--- src/design/svc_pkg.sv ---
package svc_pkg;

  localparam int unsigned POS_W    = 8;
  localparam int unsigned VAL_W    = 10;
  localparam int unsigned PULSE_W  = 14;
  localparam int unsigned LOAD_W   = 16;
  localparam int unsigned PROD_W   = POS_W + LOAD_W;
  localparam int unsigned RECIP_W  = 25;
  localparam int unsigned DIV_SH   = 34;

  localparam logic [POS_W-1:0]   POS_MIN      = 8'd26;
  localparam logic [POS_W-1:0]   POS_MAX      = 8'd141;
  localparam logic [POS_W-1:0]   HPOS_RESET   = 8'd75;
  localparam logic [POS_W-1:0]   VPOS_RESET   = 8'd50;
  localparam logic [VAL_W-1:0]   TARGET_RESET = 10'd83;
  localparam logic [LOAD_W-1:0]  LOAD_RESET   = 16'd11362;

  localparam logic [7:0] START_CHAR = 8'h52;
  localparam logic [7:0] END_CHAR   = 8'h78;
  localparam logic [7:0] SPACE_CHAR = 8'h20;
  localparam logic [7:0] DIGIT_ZERO = 8'h30;
  localparam logic [7:0] DIGIT_NINE = 8'h39;

  // ceil(2^34 / 1000): exact floor(x/1000) for any 24-bit x
  localparam logic [RECIP_W-1:0] DIV_RECIP = 25'd17179870;

  typedef logic [3:0] digit_t;

  typedef struct packed {
    logic             done;
    logic [VAL_W-1:0] pitch;
    logic [VAL_W-1:0] roll;
    logic [VAL_W-1:0] yaw;
  } frame_info_t;

endpackage

--- src/design/servo_command_slew_controller_unit.sv ---
// An accepted transaction reaches out_* through the s1, s2 and out registers.
// Throughput: one transaction per cycle while out_stall does not back up the pipeline;
// the reciprocal multiply that scales each position into a pulse width sets the three-stage depth.
// Reset (rst_n low, synchronous): parser idle, digit slots zero, positions
// 75/50, target 83, period_load 11362, pipeline empty.
module servo_command_slew_controller_unit (
  input  logic        clk,
  input  logic        rst_n,
  input  logic        in_valid,
  output logic        in_stall,
  input  logic        in_action,
  input  logic [7:0]  in_rx_byte,
  input  logic        in_button_up,
  input  logic        in_button_down,
  output logic        out_valid,
  input  logic        out_stall,
  output logic [13:0] out_pulse_out0,
  output logic [13:0] out_pulse_out1,
  output logic        out_frame_done,
  output logic [9:0]  out_pitch_value,
  output logic [9:0]  out_roll_value,
  output logic [9:0]  out_yaw_value,
  input  logic        cfg_valid,
  output logic        cfg_ready,
  input  logic [15:0] cfg_data
);

  localparam int unsigned QFULL_W = svc_pkg::PROD_W + svc_pkg::RECIP_W;

  logic [svc_pkg::LOAD_W-1:0] period_load_r;

  logic                       in_frame_r, in_frame_nxt;
  logic [1:0]                 field_r, field_nxt;
  logic [1:0]                 dpos_r, dpos_nxt;
  svc_pkg::digit_t            slots_r [9];
  svc_pkg::digit_t            slots_nxt [9];
  logic [svc_pkg::POS_W-1:0]  hpos_r, hpos_nxt;
  logic [svc_pkg::POS_W-1:0]  vpos_r, vpos_nxt;
  logic [svc_pkg::VAL_W-1:0]  target_r, target_nxt;

  logic                       s1_valid_r, s2_valid_r, out_valid_r;
  logic                       s1_en, s2_en, out_en, accept;
  logic [svc_pkg::POS_W-1:0]  s1_vpos_r, s1_hpos_r;
  svc_pkg::frame_info_t       s1_info_r, s2_info_r, out_info_r, info_nxt;
  logic [svc_pkg::PROD_W-1:0] s2_prod0_r, s2_prod1_r;
  logic [svc_pkg::PULSE_W-1:0] out_pulse0_r, out_pulse1_r;

  logic                       is_digit;
  logic [3:0]                 slot_idx;
  logic [svc_pkg::VAL_W-1:0]  fval [3];
  logic [QFULL_W-1:0]         q0_full, q1_full;

  assign out_en   = !out_valid_r || !out_stall;
  assign s2_en    = !s2_valid_r || out_en;
  assign s1_en    = !s1_valid_r || s2_en;
  assign in_stall = !s1_en;
  assign accept   = in_valid && s1_en;

  assign cfg_ready = 1'b1;

  assign is_digit = (in_rx_byte >= svc_pkg::DIGIT_ZERO) && (in_rx_byte <= svc_pkg::DIGIT_NINE);
  assign slot_idx = 4'((field_r - 2'd1) * 3) + 4'(dpos_r);

  always_comb begin
    for (int f = 0; f < 3; f++) begin
      fval[f] = 10'(slots_r[f*3]) * 10'd100 + 10'(slots_r[f*3+1]) * 10'd10
              + 10'(slots_r[f*3+2]);
    end
  end

  always_comb begin
    in_frame_nxt = in_frame_r;
    field_nxt    = field_r;
    dpos_nxt     = dpos_r;
    slots_nxt    = slots_r;
    hpos_nxt     = hpos_r;
    vpos_nxt     = vpos_r;
    target_nxt   = target_r;
    info_nxt     = '0;
    if (!in_action) begin
      if (!in_frame_r) begin
        if (in_rx_byte == svc_pkg::START_CHAR) begin
          in_frame_nxt = 1'b1;
          field_nxt    = 2'd0;
          dpos_nxt     = 2'd0;
          for (int i = 0; i < 9; i++) slots_nxt[i] = '0;
        end
      end else if (in_rx_byte == svc_pkg::END_CHAR) begin
        info_nxt.done  = 1'b1;
        info_nxt.pitch = fval[0];
        info_nxt.roll  = fval[1];
        info_nxt.yaw   = fval[2];
        target_nxt     = fval[0];
        in_frame_nxt   = 1'b0;
      end else if (in_rx_byte == svc_pkg::SPACE_CHAR) begin
        if (field_r != 2'd3) field_nxt = field_r + 2'd1;
        dpos_nxt = 2'd0;
      end else if (is_digit) begin
        if (field_r != 2'd0 && dpos_r != 2'd3) begin
          for (int i = 0; i < 9; i++) begin
            if (slot_idx == 4'(i)) slots_nxt[i] = in_rx_byte[3:0];
          end
          dpos_nxt = dpos_r + 2'd1;
        end
      end
    end else begin
      if (10'(hpos_r) < target_r) begin
        hpos_nxt = (hpos_r >= svc_pkg::POS_MAX) ? svc_pkg::POS_MAX : hpos_r + 8'd1;
        if (hpos_nxt < svc_pkg::POS_MIN) hpos_nxt = svc_pkg::POS_MIN;
      end else if (10'(hpos_r) > target_r) begin
        hpos_nxt = (hpos_r <= svc_pkg::POS_MIN) ? svc_pkg::POS_MIN : hpos_r - 8'd1;
        if (hpos_nxt > svc_pkg::POS_MAX) hpos_nxt = svc_pkg::POS_MAX;
      end
      if (in_button_up) begin
        vpos_nxt = (vpos_r >= svc_pkg::POS_MAX) ? svc_pkg::POS_MAX : vpos_r + 8'd1;
        if (vpos_nxt < svc_pkg::POS_MIN) vpos_nxt = svc_pkg::POS_MIN;
      end else if (in_button_down) begin
        vpos_nxt = (vpos_r <= svc_pkg::POS_MIN) ? svc_pkg::POS_MIN : vpos_r - 8'd1;
        if (vpos_nxt > svc_pkg::POS_MAX) vpos_nxt = svc_pkg::POS_MAX;
      end
    end
  end

  always_ff @(posedge clk) begin
    if (!rst_n) begin
      period_load_r <= svc_pkg::LOAD_RESET;
    end else if (cfg_valid && cfg_ready) begin
      period_load_r <= cfg_data;
    end
  end

  always_ff @(posedge clk) begin
    if (!rst_n) begin
      in_frame_r <= 1'b0;
      field_r    <= 2'd0;
      dpos_r     <= 2'd0;
      for (int i = 0; i < 9; i++) slots_r[i] <= '0;
      hpos_r     <= svc_pkg::HPOS_RESET;
      vpos_r     <= svc_pkg::VPOS_RESET;
      target_r   <= svc_pkg::TARGET_RESET;
    end else if (accept) begin
      in_frame_r <= in_frame_nxt;
      field_r    <= field_nxt;
      dpos_r     <= dpos_nxt;
      slots_r    <= slots_nxt;
      hpos_r     <= hpos_nxt;
      vpos_r     <= vpos_nxt;
      target_r   <= target_nxt;
    end
  end

  always_ff @(posedge clk) begin
    if (!rst_n) begin
      s1_valid_r  <= 1'b0;
      s2_valid_r  <= 1'b0;
      out_valid_r <= 1'b0;
    end else begin
      if (s1_en)  s1_valid_r  <= in_valid;
      if (s2_en)  s2_valid_r  <= s1_valid_r;
      if (out_en) out_valid_r <= s2_valid_r;
    end
  end

  assign q0_full = QFULL_W'(s2_prod0_r) * QFULL_W'(svc_pkg::DIV_RECIP);
  assign q1_full = QFULL_W'(s2_prod1_r) * QFULL_W'(svc_pkg::DIV_RECIP);

  always_ff @(posedge clk) begin
    if (accept) begin
      s1_vpos_r <= vpos_nxt;
      s1_hpos_r <= hpos_nxt;
      s1_info_r <= info_nxt;
    end
    if (s2_en && s1_valid_r) begin
      s2_prod0_r <= svc_pkg::PROD_W'(s1_vpos_r) * svc_pkg::PROD_W'(period_load_r);
      s2_prod1_r <= svc_pkg::PROD_W'(s1_hpos_r) * svc_pkg::PROD_W'(period_load_r);
      s2_info_r  <= s1_info_r;
    end
    if (out_en && s2_valid_r) begin
      out_pulse0_r <= q0_full[svc_pkg::DIV_SH +: svc_pkg::PULSE_W];
      out_pulse1_r <= q1_full[svc_pkg::DIV_SH +: svc_pkg::PULSE_W];
      out_info_r   <= s2_info_r;
    end
  end

  assign out_valid       = out_valid_r;
  assign out_pulse_out0  = out_pulse0_r;
  assign out_pulse_out1  = out_pulse1_r;
  assign out_frame_done  = out_info_r.done;
  assign out_pitch_value = out_info_r.pitch;
  assign out_roll_value  = out_info_r.roll;
  assign out_yaw_value   = out_info_r.yaw;

endmodule
--- config.mk ---
export PLATFORM = sky130hd
export DESIGN_NAME = servo_command_slew_controller_unit
export DESIGN_NICKNAME = d
export VERILOG_FILES = /design/src/design/svc_pkg.sv /design/src/design/servo_command_slew_controller_unit.sv
export SDC_FILE = /design/constraint.sdc
export NUM_CORES = 2
export LEC_CHECK = 0
export ABC_AREA = 1
export BUFFER_PORTS_ARGS = -buffer_cell sky130_fd_sc_hd__buf_2
export CAP_MARGIN = 20
export CORE_AREA = 2 2 266 268
export DETAILED_ROUTE_END_ITERATION = 8
export DIE_AREA = 0 0 268 270
export GPL_TIMING_DRIVEN = 0
export HOLD_SLACK_MARGIN = 0.03
export PLACE_DENSITY = 0.75
export SLEW_MARGIN = 10
export SYNTH_ARGS = -nofsm -noshare
export SYNTH_HDL_FRONTEND = slang
export SYNTH_SLANG_ARGS = --single-unit
export TNS_END_PERCENT = 1
--- constraint.sdc ---
create_clock -name clk -period 11.9 [get_ports clk]
set_input_delay 2.38 -clock clk [delete_from_list [all_inputs] [get_ports clk]]
set_output_delay 2.38 -clock clk [all_outputs]
set_load 0.01 [all_outputs]
Word level (Yosys, flattened, before mapping)
Index checks and enable logic that the tools add are counted.
{ "word_totals": {"regBits": 271, "input_bits": 32, "out_inout_bits": 62} }
{ "op_classes": {"addsub": 14, "mul": 11, "n_lt_le_gt_ge": 12, "eq_ne": 30, "muxes": 43, "bitwise": 3, "n_reduce_logical": 31} }
{ "op_table": {"columns": ["op", "count"], "rows": [
  ["2-to-1 mux 36 bit", 6],
  ["2-to-1 mux 8 bit", 14],
  ["multiplier 24 x 24 -> 47 bit (second input constant)", 2],
  ["AND reduction 8 bit", 9],
  ["multiplier 8 x 16 -> 24 bit", 2],
  ["2-to-1 mux 4 bit", 9],
  ["2-to-1 mux 31 bit", 1],
  ["adder 10 x 4 -> 10 bit", 3],
  ["adder 10 x 8 -> 10 bit", 3],
  ["inequality test 2 x 1 -> 1 bit (second input constant)", 13],
  ["multiplier 4 x 5 -> 8 bit (second input constant)", 3],
  ["multiplier 4 x 3 -> 7 bit (second input constant)", 3],
  ["2-to-1 mux 2 bit", 10],
  ["adder 8 x 1 -> 8 bit (second input constant)", 2],
  ["== test 4 x 3 -> 1 bit (second input constant)", 4],
  ["== test 8 x 7 -> 1 bit (second input constant)", 2],
  ["greater-or-equal comparator 8 bit (second input constant)", 2],
  ["> comparator 8 bit (second input constant)", 2],
  ["less-or-equal comparator 8 x 5 -> 1 bit (second input constant)", 2],
  ["< comparator 8 x 5 -> 1 bit (second input constant)", 2],
  ["subtractor 8 x 1 -> 8 bit (second input constant)", 2],
  ["AND reduction 6 bit", 2],
  ["> comparator 8 x 10 -> 1 bit", 1],
  ["< comparator 8 x 10 -> 1 bit", 1],
  ["23 further kinds", 44]
]} }

Longest topological paths before layout
{ "depth": {"word_depth": 10, "mapped_depth": 24, "depth_no_buf": 24} }

Least setup slack after synthesis
No wires, ideal clock.
{ "synth_path": {"path_kind": "input-to-reg", "from": "input port out_stall", "to": "register out_info_r, in the netlist out_frame_done, enable pin", "setup_ps": 495, "arrival_ps": 5272, "required_ps": 11405, "slack_ps": 6132, "cell_stages": 1, "path_buffers": 0, "path_cell_list": "a21oi_1"} }
{ "synth_between": {"elab_chain_cells": 3} }
{ "synth_rtl": {"columns": ["item", "line", "rtl"], "rows": [
  ["start, declared", "servo_command_slew_controller_unit.sv:16", "input logic out_stall,"],
  ["logical NOT 1 bit", "servo_command_slew_controller_unit.sv:53", "assign out_en = !out_valid_r || !out_stall;"],
  ["logical OR 1 bit", "servo_command_slew_controller_unit.sv:53", null],
  ["logical AND 1 bit", "servo_command_slew_controller_unit.sv:178", "if (out_en && s2_valid_r) begin"],
  ["end signal, assigned", "servo_command_slew_controller_unit.sv:181", "out_info_r <= s2_info_r;"],
  ["end, declared", "servo_command_slew_controller_unit.sv:44", "svc_pkg::frame_info_t s1_info_r, s2_info_r, out_info_r, info_nxt;"]
]} }
Every way passes these cells.
A chain may end at the register's enable or synchronous reset.

Worst setup path after layout
{ "layout_path": {"from": "register s2_prod1_r[22] (netlist bit)", "to": "register out_pulse1_r, in the netlist out_pulse_out1[0], data pin"} }
{ "layout_between": {"elab_chain_cells": 1} }
{ "layout_rtl": {"columns": ["item", "line", "rtl"], "rows": [
  ["start, declared", "servo_command_slew_controller_unit.sv:45", "logic [svc_pkg::PROD_W-1:0] s2_prod0_r, s2_prod1_r;"],
  ["start signal, assigned", "servo_command_slew_controller_unit.sv:175", "s2_prod1_r <= svc_pkg::PROD_W'(s1_hpos_r) * svc_pkg::PROD_W'(period_load_r);"],
  ["multiplier 24 x 24 -> 47 bit", "servo_command_slew_controller_unit.sv:165", "assign q1_full = QFULL_W'(s2_prod1_r) * QFULL_W'(svc_pkg::DIV_RECIP);"],
  ["via q1_full[34]", "servo_command_slew_controller_unit.sv:51", "logic [QFULL_W-1:0] q0_full, q1_full;"],
  ["end signal, assigned", "servo_command_slew_controller_unit.sv:180", "out_pulse1_r <= q1_full[svc_pkg::DIV_SH +: svc_pkg::PULSE_W];"],
  ["end, declared", "servo_command_slew_controller_unit.sv:46", "logic [svc_pkg::PULSE_W-1:0] out_pulse0_r, out_pulse1_r;"]
]} }
The timed path passes the listed nets, and every way through them passes these cells.

==> impl_summary.md <==
STA
The final number of max-transition violations is 0. The post-route setup TNS is 0 ns. The worst-case clock skew is 0.02370 ns. The final-report setup violation count is 0. Headroom to the max-slew limit came out at 0.4010. The count of final hold-check violations was 0. For the pin with the worst max-slew slack, the measured transition is 0.8985 ns. Static timing analysis puts the maximum clock frequency at 155.2 MHz. For the finished layout, the period the worst path requires is 6.443 ns.

Setup repair after global routing left no endpoint under its margin. Hold timing on the final database bottoms out at a slack of 0.4148 ns. In the finished design, the share of the clock period the worst path needs comes to 0.5414.

Floorplanning
The number of top-level pins is 94. The number of core rows is 97. The area of the die is 72360 um^2.

The starting density of the core is 0.5844. The horizontal extent of the die is 268 um. The die is 270 um tall. The floorplan core area is 69540 um^2.

Synth
The net count after synthesis is 5962. The share of synthesized cell area in full adder, half adder and majority cells is 0.4752. The multiplexer fraction of the synthesized cell area is 0. The count of state elements after synthesis is 271. During synthesis, Yosys emitted a total of 0 warnings. Of the total synthesized cell area, the portion taken by AND, OR, NAND and NOR gates is 0.1251. Sorting the synthesized cells by area gives the leading types as sky130_fd_sc_hd__fa_1, sky130_fd_sc_hd__ha_1, sky130_fd_sc_hd__edfxtp_1, sky130_fd_sc_hd__inv_1, sky130_fd_sc_hd__nand2_1. In this run, distinct cell masters in the synthesized netlist total 53. The average instance in the mapped netlist occupies 8.634 um^2.

The number of flops mapped to enable cells by yosys is 185. The summed instance area of the synthesized netlist is 40640 um^2. The share of the synthesized area in compound gates (AO/OA/AOI/OAI) is 0.07595. The xor and xnor fraction of the mapped netlist area is 0.01746.

The largest family of logic cells by synthesized area is adder cells. The flip-flop cell with the highest count after synthesis is sky130_fd_sc_hd__edfxtp_1. Of the post-synthesis cell area, the dominant cell type holds 0.2630. The proportion of register bits with asynchronous set or reset after synthesis is 0.

The share of the Yosys chip area taken by registers is 0.1791. The cell type contributing the most total cell area after synthesis is sky130_fd_sc_hd__fa_1. The number of instances in the synthesized netlist is 4707.

Route
The total length of routed wires is 92040 um. The first TritonRoute pass finished after 7 iterations. The final route contains 30340 vias.

The first routing iteration left 1684 violations. After detailed routing, the average wire length per cell comes to 15.87 um. The mean number of vias per cell is 5.231.

The count of antenna-violating nets left after detailed routing is 0. The post-route DRC violation count is 0.

Place
The final estimated routing congestion in global placement is 0.9599. The post-detailed-placement half-perimeter wirelength is 76500 um. In this run the tool buffered the top-level ports with 91 buffer cells.

Global route
Entering global routing, the biggest net connects 49 pins. The first global-routing pass estimated 155100 um of wire. The initial antenna violation count is 0.

The global route total overflow is 0. Across every metal layer, demand over resource in global routing totals 0.2651. The via count of the first global-routing pass is 31740.

Run
The total of max-cap violations is 0.

Run status
The run finished with clean final reports.

Cells and area
In the final layout, the multi-input gates occupy 28210 um^2. The relative area change from synthesis to final layout is 6.918%. Leaving out fill and tap cells, the most frequent cell in the layout is sky130_fd_sc_hd__inv_1. The number of antenna diodes in the final layout is 0. In the layout the commonest cells are sky130_fd_sc_hd__inv_1, sky130_fd_sc_hd__nand2_1, sky130_fd_sc_hd__ha_1. Of the cells placed in the final design, the portion with a size suffix greater than 1 is 0.04856. The filler cells instantiated in the layout total 5999. Across the whole layout, storage elements account for 7277 um^2. For this run, the post-layout net count is 6090.

Clock network
The maximum clock insertion buffer count is 3. Once the clock tree was built, the setup fixing pass inserted 0 buffers. The cell sitting at the root of the clock tree is a sky130_fd_sc_hd__clkbuf_16. The number of gates resized after CTS was 0. The number of clock buffers inserted by TritonCTS is 31. The CTS tree is done. The H-tree level count is 1. The count of hold buffers inserted by post-cts repair is 0. The clock reaches the later pin of the worst-skew pair after 0.62 ns. The clock transition time at the flip-flop clock pins of the worst setup and hold paths is 0.06 ns. The clock net in this run drives a total of 271 sinks.

Setup path
For this run, the slowest stage of the critical path takes 0.93 ns. The cell with the largest stage delay on the worst path is sky130_fd_sc_hd__edfxtp_1. The most frequent cell on the critical path is sky130_fd_sc_hd__inv_1.

The path depth of the worst reg2reg path is 21. The launching instance or port of the critical path is s2_prod1_r[22]. The type of the worst setup path is reg -> reg.

In this run the critical register-to-register path is launched from s2_prod1_r[22]. Data on the critical path arrives at its endpoint at 6.84 ns. Grouping stages by cell kind, the critical path spends the most delay in adder cells. STA classifies the critical path startpoint as a flip-flop. The endpoint required time on the critical path is 12.30 ns. The critical path goes through inv_1 -> ha_1 -> fa_1 -> inv_1 -> ha_1 -> inv_1 -> fa_1 -> inv_1 -> fa_1 -> fa_1 -> inv_1 -> fa_1 -> inv_1 -> ha_1 -> nand2_1 -> nor2_1 -> inv_1 -> nor2_1 -> nand2_1 -> o21ai_0 -> xor2_1. The critical path runs through a total of 21 cells. STA classifies the critical path endpoint as a flip-flop.

The maximum fanout encountered on the critical timing path is 10. The worst path buffer plus inverter count is 7.

Hold path
The startpoint identified for the worst hold timing path is s2_info_r[0]. The classification of the worst-slack hold path is reg -> reg. Along the worst hold path, the cell count comes to 0.
==> worst paths after layout <==
check | to | slack, ns
max | out_pulse_out1[0] | 5.46
min | out_yaw_value[0] | 0.41
max reg2reg | out_pulse_out1[0] | 5.46
min reg2reg | out_yaw_value[0] | 0.41
==> layout make-up <==
class	instances	share of cell area
Clock inverter	21	0.005903
Timing Repair Buffer	95	0.01250
Tap cell	940	0.02707
Sequential cell	271	0.1675
Inverter	1268	0.1096
Buffer	95	0.009387
Clock buffer	37	0.01892
Multi-Input combinational cell	3073	0.6491
==> synth_stat cells, types with 14 or more instances <==
cell and number:
sky130_fd_sc_hd__inv_2 14, sky130_fd_sc_hd__o21ai_0 160, sky130_fd_sc_hd__clkbuf_1 76, sky130_fd_sc_hd__a31oi_1 38, sky130_fd_sc_hd__a21oi_1 245, sky130_fd_sc_hd__edfxtp_1 185, sky130_fd_sc_hd__ha_1 689, sky130_fd_sc_hd__nor3_1 30
sky130_fd_sc_hd__dfxtp_1 86, sky130_fd_sc_hd__nand4_1 31, sky130_fd_sc_hd__inv_1 1253, sky130_fd_sc_hd__nand3_1 112, sky130_fd_sc_hd__nand2_1 726, sky130_fd_sc_hd__xor2_1 57, sky130_fd_sc_hd__o21ai_1 22, sky130_fd_sc_hd__xnor2_1 24
sky130_fd_sc_hd__fa_1 534, sky130_fd_sc_hd__nor2_1 250, sky130_fd_sc_hd__a21o_1 17
==> worst reg2reg max path, stage by stage (launching register included) <==
cell and delay [ns]:
sky130_fd_sc_hd__edfxtp_1 0.93, sky130_fd_sc_hd__inv_1 0.11, sky130_fd_sc_hd__ha_1 0.47, sky130_fd_sc_hd__fa_1 0.54
sky130_fd_sc_hd__inv_1 0.04, sky130_fd_sc_hd__ha_1 0.26, sky130_fd_sc_hd__inv_1 0.05, sky130_fd_sc_hd__fa_1 0.49
sky130_fd_sc_hd__inv_1 0.06, sky130_fd_sc_hd__fa_1 0.51, sky130_fd_sc_hd__fa_1 0.50, sky130_fd_sc_hd__inv_1 0.05
sky130_fd_sc_hd__fa_1 0.47, sky130_fd_sc_hd__inv_1 0.04, sky130_fd_sc_hd__ha_1 0.32, sky130_fd_sc_hd__nand2_1 0.12
sky130_fd_sc_hd__nor2_1 0.25, sky130_fd_sc_hd__inv_1 0.09, sky130_fd_sc_hd__nor2_1 0.17, sky130_fd_sc_hd__nand2_1 0.08
sky130_fd_sc_hd__o21ai_0 0.35, sky130_fd_sc_hd__xor2_1 0.32
==> per-layer routing <==
layer  routed length [um]  part of all wire  vias to the layer above  GRT usage
li1                     -                 -                    14880          -
met1                40880              0.44                    14680     0.3567
met2                44550              0.48                      651     0.4576
met3                 4567             0.050                      131    0.02991
met4                 2033             0.022                        0    0.06278
met5                    0                 0                        -          0
==> cells by family (layout without fill, tap and decap cells) <==
logic type,after synthesis,in the layout
AO/OA/AOI/OAI,556,556
XOR/XNOR,81,81
adder cells (fa/ha/maj),1223,1223
buffers and inverters,1363,1516
flip-flops,271,271
other,1,1
AND/OR/NAND/NOR,1212,1212
==> through the flow <==
step,std cells,utilization,instance area [um^2],setup slack [ns]
after floorplan,4707,-,40640,6.132
after global placement,5738,0.6079,42270,3.990
after detailed placement,5742,0.6093,42370,5.615
after CTS,5800,0.6248,43450,5.573
after global routing,5800,0.6248,43450,5.145
final,5800,0.6248,43450,5.457
==> sequential cells by signal, indices dropped and copies added, names as in the netlist, 2 cells and up <==
name	cells
out_pitch_value	10
out_roll_value	10
s1_hpos_r	8
out_pulse_out1	14
s1_vpos_r	8
target_r	10
out_yaw_value	10
out_pulse_out0	14
vpos_r	8
s2_prod0_r	24
slots_r	36
field_r	2
s2_prod1_r	24
hpos_r	8
dpos_r	2
period_load_r	16
s1_info_r	31
s2_info_r	31
Power is left out: the tool's default activity adds up to more than one toggle a clock period on the data nets, which glitch-free logic cannot reach.
